[src/hw/rtl/hsi_pkg.sv]
`default_nettype none
package hsi_pkg;

    localparam int TQ = 52;
    localparam int TW = TQ + 1;
    localparam int TSPLIT = 26;
    localparam int NDEG = 181;
    localparam int NREG = 6;
    localparam logic [24:0] INTEN_MUL = 25'd17544900;
    localparam int INTEN_SH = 27;

    typedef enum logic [2:0] {
        REG_HUE_MIN   = 3'd0,
        REG_HUE_MAX   = 3'd1,
        REG_SAT_MIN   = 3'd2,
        REG_SAT_MAX   = 3'd3,
        REG_INTEN_MIN = 3'd4,
        REG_INTEN_MAX = 3'd5
    } t_reg_idx;

    typedef logic [TW-1:0] t_thr_tab [0:NDEG-1];

    typedef struct packed {
        logic        n_neg;
        logic        n_le0;
        logic [17:0] n2;
        logic [19:0] d4;
        logic        b_gt_g;
        logic        hue_en;
        logic        grey;
        logic [9:0]  s;
        logic [16:0] rem;
        logic [6:0]  quo;
        logic [6:0]  inten;
        logic [7:0]  lo;
    } t_item;

    typedef struct packed {
        logic [8:0] hue_min;
        logic [8:0] hue_max;
        logic [6:0] sat_min;
        logic [6:0] sat_max;
        logic [6:0] inten_min;
        logic [6:0] inten_max;
    } t_cfg;

    // squared cosine of each whole degree, Q52
    function automatic t_thr_tab thr_build();
        t_thr_tab t;
        real c;
        for (int d = 0; d < NDEG; d++) begin
            c = $cos(d * 3.1415926 / 180.0);
            t[d] = TW'(longint'(c * c * (2.0 ** TQ)));
        end
        return t;
    endfunction

    localparam t_thr_tab THR_SQ = thr_build();

endpackage
`default_nettype wire

[src/hw/rtl/hsi_out.sv]
`default_nettype none
module hsi_out (
    input  wire logic           i_clk,
    input  wire logic           i_rst_n,
    input  wire logic           i_en,
    input  wire logic           i_vld,
    input  wire hsi_pkg::t_item i_item,
    input  wire hsi_pkg::t_cfg  i_cfg,
    output logic                o_vld,
    output logic [23:0]         o_data
);

    logic        r_vld;
    logic [23:0] r_data;
    logic [8:0]  hue;
    logic [6:0]  sat;
    logic        hit;

    always_comb begin
        if (!i_item.hue_en)     hue = '0;
        else if (i_item.b_gt_g) hue = 9'd359 - 9'(i_item.lo);
        else                    hue = 9'(i_item.lo);
        sat = i_item.grey ? 7'd0 : i_item.quo;
        hit = hue >= i_cfg.hue_min && hue <= i_cfg.hue_max
              && sat >= i_cfg.sat_min && sat <= i_cfg.sat_max
              && i_item.inten >= i_cfg.inten_min && i_item.inten <= i_cfg.inten_max;
    end

    always_ff @(posedge i_clk) begin
        if (!i_rst_n) r_vld <= 1'b0;
        else if (i_en) r_vld <= i_vld;
    end

    always_ff @(posedge i_clk) begin
        if (i_en) r_data <= {i_item.inten, sat, hue, hit};
    end

    assign o_vld  = r_vld;
    assign o_data = r_data;

endmodule
`default_nettype wire

[config.mk]
export PLATFORM = sky130hd
export DESIGN_NAME = hsi_out
export DESIGN_NICKNAME = d
export VERILOG_FILES = /design/src/hw/rtl/hsi_pkg.sv /design/src/hw/rtl/hsi_out.sv
export SDC_FILE = /design/constraint.sdc
export NUM_CORES = 1
export LEC_CHECK = 0
export BUFFER_PORTS_ARGS = -buffer_cell sky130_fd_sc_hd__buf_2
export CAP_MARGIN = 20
export CELL_PAD_IN_SITES_DETAIL_PLACEMENT = 2
export CELL_PAD_IN_SITES_GLOBAL_PLACEMENT = 2
export CORE_UTILIZATION = 21
export DETAILED_ROUTE_END_ITERATION = 8
export GPL_TIMING_DRIVEN = 0
export PLACE_DENSITY_LB_ADDON = 0.1
export SYNTH_ARGS = -nofsm -noshare
export SYNTH_HDL_FRONTEND = slang
export SYNTH_SLANG_ARGS = --single-unit
[constraint.sdc]
create_clock -name i_clk -period 3 [get_ports i_clk]
set_clock_uncertainty 0.15 [all_clocks]
set_input_delay 0.6 -clock i_clk [delete_from_list [all_inputs] [get_ports i_clk]]
set_output_delay 0.6 -clock i_clk [all_outputs]
set_load 0.01 [all_outputs]
==> run summary <==
The run finished with clean final reports. TritonCTS built the clock tree. The total half-perimeter wirelength after legalization and detailed placement is around 5100 microns. The number of levels the H-tree was split into came out at 1. Clock-pin slew was measured on the worst setup and hold paths at approximately 0.09 ns. Before CTS, the worst setup slack after placement is -0.177 ns. The clock drives 25 sinks. The via count of the first global-routing pass came out at ~2000. The clock tree buffer depth is 2.

The average wire length per cell after detail routing is 13.0 microns. The congestion estimate from routability-driven global placement came to 0.680. Timing would allow up to 370 MHz. Setup slack closes at 0.297 ns. The design draws 900 uW. The average cell area after synthesis came out at about 10 sq um. The die span in x came out at just over 100 microns. In this run, synthesis produced a sequential element count of 25. Cells with a size suffix above 1 make up 32.6% of the layout. The type of the worst setup path is in -> reg. The library cell used as clock root buffer is clkbuf_8. The power per standard cell area came out at approximately 320 nW/um^2.

The net count after synthesis is roughly 400. The starting density of the core came out at approximately 22%. The first global-routing pass estimated ~8900 microns of wire.

The number of fill cells came out at 1174. The die area came out at roughly 10000 sq um. The clock reaches the later pin of the worst-skew pair after 0.26 ns. The total wire length after detailed routing is 5850 microns. The net count of the finished layout is ~510. Subtracting the final worst setup slack from the clock period gives 2.70 ns. The maximum fanout along the worst path is 4. The core occupancy in the finished layout came out at around 29%. Headroom to the max-slew limit came out at 57.9%. The number of failing hold endpoints at the final stage came out at 0. The cts-stage hold buffer count is 0.

The total global routing track utilization is around 11%. The port buffer count came out at 98. 167 I/O pins were placed. The slew of the pin with the lowest slew margin is between 0.6 and 0.7 ns.

The number of setup violations in the final report came out at 0. The peak ir drop on the vdd network is approximately 0.00013 V. The routed via count is about 1900.

Setup repair after global routing left no endpoint under its margin. The standard cell core area came out at 9730 sq um. The library cells used most frequently in the layout, excluding fill and tap cells, are 98 x buf_2, 47 x ha_1, 46 x inv_1.

The number of nets still failing antenna checks after routing is 0. The number of antenna violations at the first check in global routing was 0. The gate count after technology mapping came out at around 210. The antenna diode instance count came out at 0. The arrival time at the worst endpoint came out at 2.66 ns.

The count of yosys warnings during synthesis came out at 0. The final worst-path cycle share is between 90 and 100%. The number of detailed-route iterations in the first pass came out at 3. The analysis attributes to cell leakage a power of about 0.0015 uW. The worst setup path is captured at a register. The netlist area before placement is 2090 sq um. In this run, CTS created clock tree buffers numbering 3. The DRC violation total after the first TritonRoute iteration came out at 14. The worst hold path belongs to the class in -> reg. The most frequent standard cell in the layout excluding fill and tap cells is buf_2. The slack of the worst reg-to-reg path came out at 2.25 ns.

STA classifies the critical path startpoint as a primary input. The data required time of the critical path came out at roughly 3 ns. The worst hold slack came out at 0.373 ns.

The layout overhead on the synthesized area came out at 33.6%. The number of distinct library cell variants in the gate-level netlist after synthesis came out at 32. The final-report max-slew violation count is 0. The overall die height is just over 100 microns. The max capacitance violation total is 0.

The maximum number of pins on one net before global-route repair came out at 26. The average vias per placed instance came out at roughly 4.2. Sequential elements use 35.4% of the synthesized area. The total overflow left after global routing is 0. The remaining design rule violation count is 0. The number of rows in the core area is 36.
-- Yosys cell counts, drive strengths merged --
cell type  instances  area (sq um)
o22ai              1          6.26
a21oi             10          50.1
a211o              2          17.5
nand4              6          37.5
mux2i              2          20.0
nand4b             1          8.76
and2               7          43.8
nand3              2          10.0
nor2               9          33.8
xor2               3          26.3
o21ai              7          35.0
nand2              7          26.3
a211oi             3          22.5
o211ai             2          15.0
nor2b              9          56.3
ha                47           588
inv               46           173
nand2b             4          25.0
and3               1          6.26
a2111oi            2          17.5
o32ai              1          8.76
a31oi              2          12.5
nor3               2          10.0
o21a               3          22.5
nor4               1          12.5
edfxtp            24           721
xnor2              3          26.3
clkbuf             1          3.75
or3                1          6.26
dfxtp              1          20.0
a21o               3          22.5
and4b              1          10.0
-- kinds of logic (layout without fill, tap and decap cells) --
logic type               after synthesis  after routing  share of synthesized area, %
AND/OR/NAND/NOR                       51             51                          13.7
XOR/XNOR                               6              6                          2.51
AO/OA/AOI/OAI                         36             36                          11.0
buffers and inverters                 47            149                          8.42
flip-flops                            25             25                          35.4
multiplexers                           2              2                         0.956
adder cells (fa/ha/maj)               47             47                          28.1
-- power by group --
part / internal (uW) / total [uW] / switching (uW)
registers: 413 / 420 / 6.93
logic: 131 / 279 / 148
clock network: 94.9 / 201 / 106
-- final cells by class --
class,count,area (sq um),share of cell area [%]
buffer,1,5.00,0.179
clock buffer,4,45.0,1.61
inverter,46,173,6.17
multi-input combinational,142,1180,42.1
sequential,25,741,26.5
tap,133,166,5.95
timing repair buffer,98,490,17.5
-- registers in the layout, indices dropped and copies added, names as in the netlist --
register / flops
o_data: 24
o_vld: 1
-- metal layers --
metal / global-route usage, % / vias up / routed length (microns)
li1: - / 948 / -
met1: 14.0 / 861 / 2680
met2: 19.8 / 60 / 2670
met3: 3.28 / 2 / 459
met4: 1.65 / 0 / 36
met5: 0 / - / 0
-- metrics by stage --
stage	instance area, sq um	setup TNS, ns	cells
floorplan	2090	0	214
global placement	2750	-0.156	445
detailed placement	2750	-0.177	445
global route	2800	0	449
CTS	2800	0	449
finish	2800	0	449
-- worst paths after layout --
check,start,end,cells after the start
max reg2reg,o_vld,o_vld,2
min reg2reg,o_vld,o_vld,2
min,i_item[8],o_data[17],1
max,i_item[3],o_data[0],12
-- critical path, cell delays in order --
cell	delay, ns
buf_2	0.11
inv_1	0.04
ha_1	0.19
nand4b_1	0.18
xnor2_1	0.13
and2_1	0.20
ha_1	0.21
a211oi_1	0.26
nor2_1	0.11
a2111oi_0	0.38
a21oi_1	0.11
nor4_2	0.13
-- what timing repair did --
item / 4_1_cts / 5_1_grt
setup endpoints to repair: 0 / 1
gates resized for setup: 0 / 2
buffers inserted: 0 / 0
No activity file was read; power rests on OpenSTA's default activity.
