===== src/hw/rtl/hsi_pkg.sv =====
`default_nettype none
package hsi_pkg;

    localparam int TQ = 52;
    localparam int TW = TQ + 1;
    localparam int TSPLIT = 26;
    localparam int NDEG = 181;
    localparam int NREG = 6;
    localparam logic [24:0] INTEN_MUL = 25'd17544900;
    localparam int INTEN_SH = 27;

    typedef enum logic [2:0] {
        REG_HUE_MIN   = 3'd0,
        REG_HUE_MAX   = 3'd1,
        REG_SAT_MIN   = 3'd2,
        REG_SAT_MAX   = 3'd3,
        REG_INTEN_MIN = 3'd4,
        REG_INTEN_MAX = 3'd5
    } t_reg_idx;

    typedef logic [TW-1:0] t_thr_tab [0:NDEG-1];

    typedef struct packed {
        logic        n_neg;
        logic        n_le0;
        logic [17:0] n2;
        logic [19:0] d4;
        logic        b_gt_g;
        logic        hue_en;
        logic        grey;
        logic [9:0]  s;
        logic [16:0] rem;
        logic [6:0]  quo;
        logic [6:0]  inten;
        logic [7:0]  lo;
    } t_item;

    typedef struct packed {
        logic [8:0] hue_min;
        logic [8:0] hue_max;
        logic [6:0] sat_min;
        logic [6:0] sat_max;
        logic [6:0] inten_min;
        logic [6:0] inten_max;
    } t_cfg;

    // squared cosine of each whole degree, Q52
    function automatic t_thr_tab thr_build();
        t_thr_tab t;
        real c;
        for (int d = 0; d < NDEG; d++) begin
            c = $cos(d * 3.1415926 / 180.0);
            t[d] = TW'(longint'(c * c * (2.0 ** TQ)));
        end
        return t;
    endfunction

    localparam t_thr_tab THR_SQ = thr_build();

endpackage
`default_nettype wire


===== src/hw/rtl/hsi_prep.sv =====
`default_nettype none
module hsi_prep (
    input  wire logic          i_clk,
    input  wire logic          i_rst_n,
    input  wire logic          i_en,
    input  wire logic          i_vld,
    input  wire logic [7:0]    i_red,
    input  wire logic [7:0]    i_green,
    input  wire logic [7:0]    i_blue,
    output hsi_pkg::t_item     o_item,
    output logic               o_vld
);

    logic              r_v1;
    logic signed [9:0] r_rg, r_rb, r_gb;
    logic signed [10:0] r_n;
    logic [9:0]        r_s, r_diff;
    logic              r_grey, r_bg;
    logic              r_v2;
    hsi_pkg::t_item    r_item;

    logic [7:0]  mn, mx;
    logic [9:0]  s;
    logic signed [19:0] dd;
    logic [16:0] p;
    logic [34:0] iprod;
    hsi_pkg::t_item n_item;

    always_comb begin
        mn = (i_red < i_green) ? i_red : i_green;
        mx = (i_red > i_green) ? i_red : i_green;
        if (i_blue < mn) mn = i_blue;
        if (i_blue > mx) mx = i_blue;
        s = 10'(i_red) + 10'(i_green) + 10'(i_blue);
    end

    always_ff @(posedge i_clk) begin
        if (!i_rst_n) begin
            r_v1 <= 1'b0;
            r_v2 <= 1'b0;
        end else if (i_en) begin
            r_v1 <= i_vld;
            r_v2 <= r_v1;
        end
    end

    always_ff @(posedge i_clk) begin
        if (i_en) begin
            r_rg   <= $signed({2'b0, i_red}) - $signed({2'b0, i_green});
            r_rb   <= $signed({2'b0, i_red}) - $signed({2'b0, i_blue});
            r_gb   <= $signed({2'b0, i_green}) - $signed({2'b0, i_blue});
            r_n    <= $signed({2'b0, i_red, 1'b0}) - $signed({3'b0, i_green})
                      - $signed({3'b0, i_blue});
            r_s    <= s;
            r_diff <= s - 10'(3 * mn);
            r_grey <= (mx == mn);
            r_bg   <= (i_blue > i_green);
            r_item <= n_item;
        end
    end

    always_comb begin
        dd    = 20'(r_rg * r_rg) + 20'(r_rb * r_gb);
        p     = 17'(r_diff) * 17'd100;
        iprod = 35'(r_s) * 35'(hsi_pkg::INTEN_MUL);
        n_item        = '0;
        n_item.n_neg  = r_n < 0;
        n_item.n_le0  = r_n <= 0;
        n_item.n2     = 18'(r_n * r_n);
        n_item.d4     = {dd[17:0], 2'b00};
        n_item.b_gt_g = r_bg;
        n_item.grey   = r_grey;
        n_item.hue_en = !r_grey && (p > 17'(r_s));
        n_item.s      = r_s;
        n_item.rem    = p;
        n_item.inten  = 7'(iprod >> hsi_pkg::INTEN_SH);
    end

    assign o_item = r_item;
    assign o_vld  = r_v2;

endmodule
`default_nettype wire


===== config.mk =====
export PLATFORM = sky130hd
export DESIGN_NAME = hsi_prep
export DESIGN_NICKNAME = d
export VERILOG_FILES = /design/src/hw/rtl/hsi_pkg.sv /design/src/hw/rtl/hsi_prep.sv
export SDC_FILE = /design/constraint.sdc
export NUM_CORES = 1
export LEC_CHECK = 0
export ABC_AREA = 1
export BUFFER_PORTS_ARGS = -buffer_cell sky130_fd_sc_hd__buf_4
export CORE_ASPECT_RATIO = 1.5
export CORE_UTILIZATION = 45
export CTS_BUF_LIST = sky130_fd_sc_hd__clkbuf_4 sky130_fd_sc_hd__clkbuf_8
export CTS_CLUSTER_DIAMETER = 200
export DETAILED_ROUTE_END_ITERATION = 6
export SYNTH_ARGS = -nofsm -noshare
export SYNTH_HDL_FRONTEND = slang
export SYNTH_SLANG_ARGS = --single-unit

===== constraint.sdc =====
create_clock -name i_clk -period 9.4 [get_ports i_clk]
set_input_delay 1.88 -clock i_clk [delete_from_list [all_inputs] [get_ports i_clk]]
set_output_delay 1.88 -clock i_clk [all_outputs]
set_load 0.05 [all_outputs]

==> results.md <==
- Status: finished with violations
- Failing checks: design-rule violations
- Finished Layout Cells: 2,975
- TritonCTS Buffers: 17
- H-tree Lvls: 4
- Final setup viols: 0
- Final HPWL DP: 41.8 mm
- CP endpoint kind: flip-flop
- Initial core utilization: 0.455
- DRT Wirelength: 49.2 mm
- Wire length per cell: 16.5 um
- Antenna violations before repair: 1
- Mapped Avg Cell Area: 9.24 um2
- Filler cell count: 4,508
- Inst Count DP: 2,943
- All-Layer GR Usage: 0.217
- Most common cell after layout, fill and taps aside: inv_1
- First-pass GRT wire length: 79.7 mm
- Count of unique library cells instantiated by Yosys: 47
- Root Buffer Master: clkbuf_8
- Min cycle time layout: 6.89 ns
- CP max FO: 10
- Clk pin slew, worst setup/hold paths: 0.10 ns
- Slew @ Worst Pin: 1.01 ns
- Rows: 97
- Die H: 268 um
- Worst slew margin: 0.329
- Overflow after GRT: 0
- Layout cells sized above 1: 0.0634
- Synth Register Bits: 133
- DRC Markers: 13
- Max-cap viol count: 0
- Longest Clk Path Bufs: 2
- Min-Delay Path Class: flip-flop to flip-flop
- Antenna-violating nets left: 0
- Vias in the first global route: 16,100
- Core Area: 46,600 um2
- CTS resizes: 0
- Setup bufs post-CTS: 0
- Largest net degree at the start of global routing: 76
- Clock Latency Late Sink: 0.50 ns
- Multi-input logic area: 14,600 um2
- Startpoint types: flip-flop
- F_max: 145 MHz
- Slew Limit Fails: 0
- Total iterations of the first detailed-routing run: 7
- Critical path class: flip-flop to flip-flop
- Number of top-level pins: 121
- CTS tree: built
- Sequential cell area: 3970 um2
- Synth Instances: 2,293
- Vias per Instance: 5.00
- Nets: 3,009
- Clock Skews: 0.0338 ns
- Clock tree sinks: 133
- Area growth, synth to finish: 7.73%
- RSZ-0062 raised after global routing: false
- CP required: 9.64 ns
- Die Area: 48,000 um2
- Iteration-0 DRC Markers: 641
- YS warnings: 0
- CTS Hold Bufs: 0
- Arrival time worst endpoint: 7.13 ns
- Fin. Hold Viols: 0
- Most frequent cells in the layout: 615 x inv_1, 343 x nand2_1, 313 x fa_1
- Sequential fraction of the synthesis area: 0.187
- Via count: 14,900
- Cell Area, Synth: 21,200 um2
- Final period util: 0.733
- Die width: 179 um
- Setup TNS: 0 ns
- Gpl congestion: 0.961
- Number of port buffers: 100
## worst paths after layout
path | endpoint | slack [ns] | from | depth (start not counted)
setup reg to reg | o_item[71] | 2.51 | r_rg[8] | 21
hold / removal | o_item[51] | 0.43 | r_bg | 0
setup / recovery | o_item[71] | 2.51 | r_rg[8] | 21
hold reg to reg | o_item[51] | 0.43 | r_bg | 0
## metrics by stage
step | hold WS [ns] | area [um2] | setup slack, ns | util
3_5_place_dp | 0.415 | 22400 | 2.44 | 0.482
2_1_floorplan | 0.400 | 21300 | 2.68 | -
5_1_grt | 0.437 | 22800 | 2.05 | 0.490
6_report | 0.432 | 22800 | 2.51 | 0.490
3_3_place_gp | 0.411 | 22400 | 2.58 | 0.482
4_1_cts | 0.435 | 22800 | 2.49 | 0.490
## layout make-up
type / instances / share of cell area
Sequential cell: 133 / 0.174
Clock buffer: 17 / 0.0102
Antenna cell: 1 / 0.000110
Clock inverter: 14 / 0.00663
Inverter: 617 / 0.101
Tap cell: 594 / 0.0325
Multi-Input combinational cell: 1497 / 0.641
Timing Repair Buffer: 102 / 0.0337
## cell families (layout without fill, tap and decap cells)
family                     after synthesis  after routing  share of synthesized area
xor gates and xnor gates               126            126                     0.0521
AOI/OAI and AO/OA                      223            223                     0.0611
DFF                                    133            133                      0.187
buffers and inverters                  682            750                      0.125
and+or+nand+nor                        515            515                      0.101
adders and majority gates              613            613                      0.473
other                                    1             21                   0.000177
## routing by layer
| metal | vias up | GRT usage | wire length [um] |
|---|---|---|---|
| met3 | 99 | 0.0245 | 1460 |
| met5 | - | 0 | 0 |
| li1 | 7165 | - | - |
| met2 | 297 | 0.407 | 26800 |
| met1 | 7302 | 0.243 | 19000 |
| met4 | 0 | 0.0990 | 1950 |
## sequential cells by signal, indices dropped and copies added, names as in the netlist
register and count:
o_item 72, r_diff 10, r_n 10, r_s 10, r_gb 9, r_rb 9
r_rg 9, o_vld 1, r_bg 1, r_grey 1, r_v1 1
## critical path, stage by stage (launching register included)
cell	delay, ns
edfxtp_1	0.53
clkinv_1	0.31
or2_2	0.37
fa_1	0.51
fa_1	0.54
inv_1	0.05
fa_1	0.52
fa_1	0.45
fa_1	0.52
fa_1	0.57
fa_1	0.43
ha_1	0.39
a21oi_1	0.16
nand2_1	0.06
a21oi_1	0.19
o21ai_0	0.17
a21boi_0	0.30
o21ai_0	0.19
a21oi_1	0.15
nor2_1	0.05
nor2_1	0.12
xor2_1	0.09
## cell usage after synthesis (all sizes together)
cell | count | area share
inv | 616 | 0.11
nand2 | 352 | 0.064
fa | 313 | 0.30
ha | 300 | 0.18
edfxtp | 131 | 0.19
a21oi | 98 | 0.024
xor2 | 82 | 0.034
nor2 | 75 | 0.014
o21ai | 59 | 0.014
nand3 | 54 | 0.014
xnor2 | 44 | 0.018
clkbuf | 41 | 0.0073
buf | 24 | 0.0084
a21o | 16 | 0.0057
o21bai | 15 | 0.0053
nand4 | 10 | 0.0030
a31oi | 9 | 0.0027
nor3 | 9 | 0.0021
o31ai | 7 | 0.0025
a211oi | 6 | 0.0021
nand3b | 6 | 0.0021
nor4 | 5 | 0.0015
or2 | 4 | 0.0012
o211ai | 3 | 0.0011
dfxtp | 2 | 0.0019
o21a | 2 | 0.00071
a2111oi | 1 | 0.00041
a211o | 1 | 0.00041
a21boi | 1 | 0.00035
a221oi | 1 | 0.00041
a41oi | 1 | 0.00041
clkinv | 1 | 0.00018
conb | 1 | 0.00018
o2111ai | 1 | 0.00041
o211a | 1 | 0.00047
o221ai | 1 | 0.00041
Power is left out: the tool's default activity adds up to more than one toggle a clock period on the data nets, which glitch-free logic cannot reach.
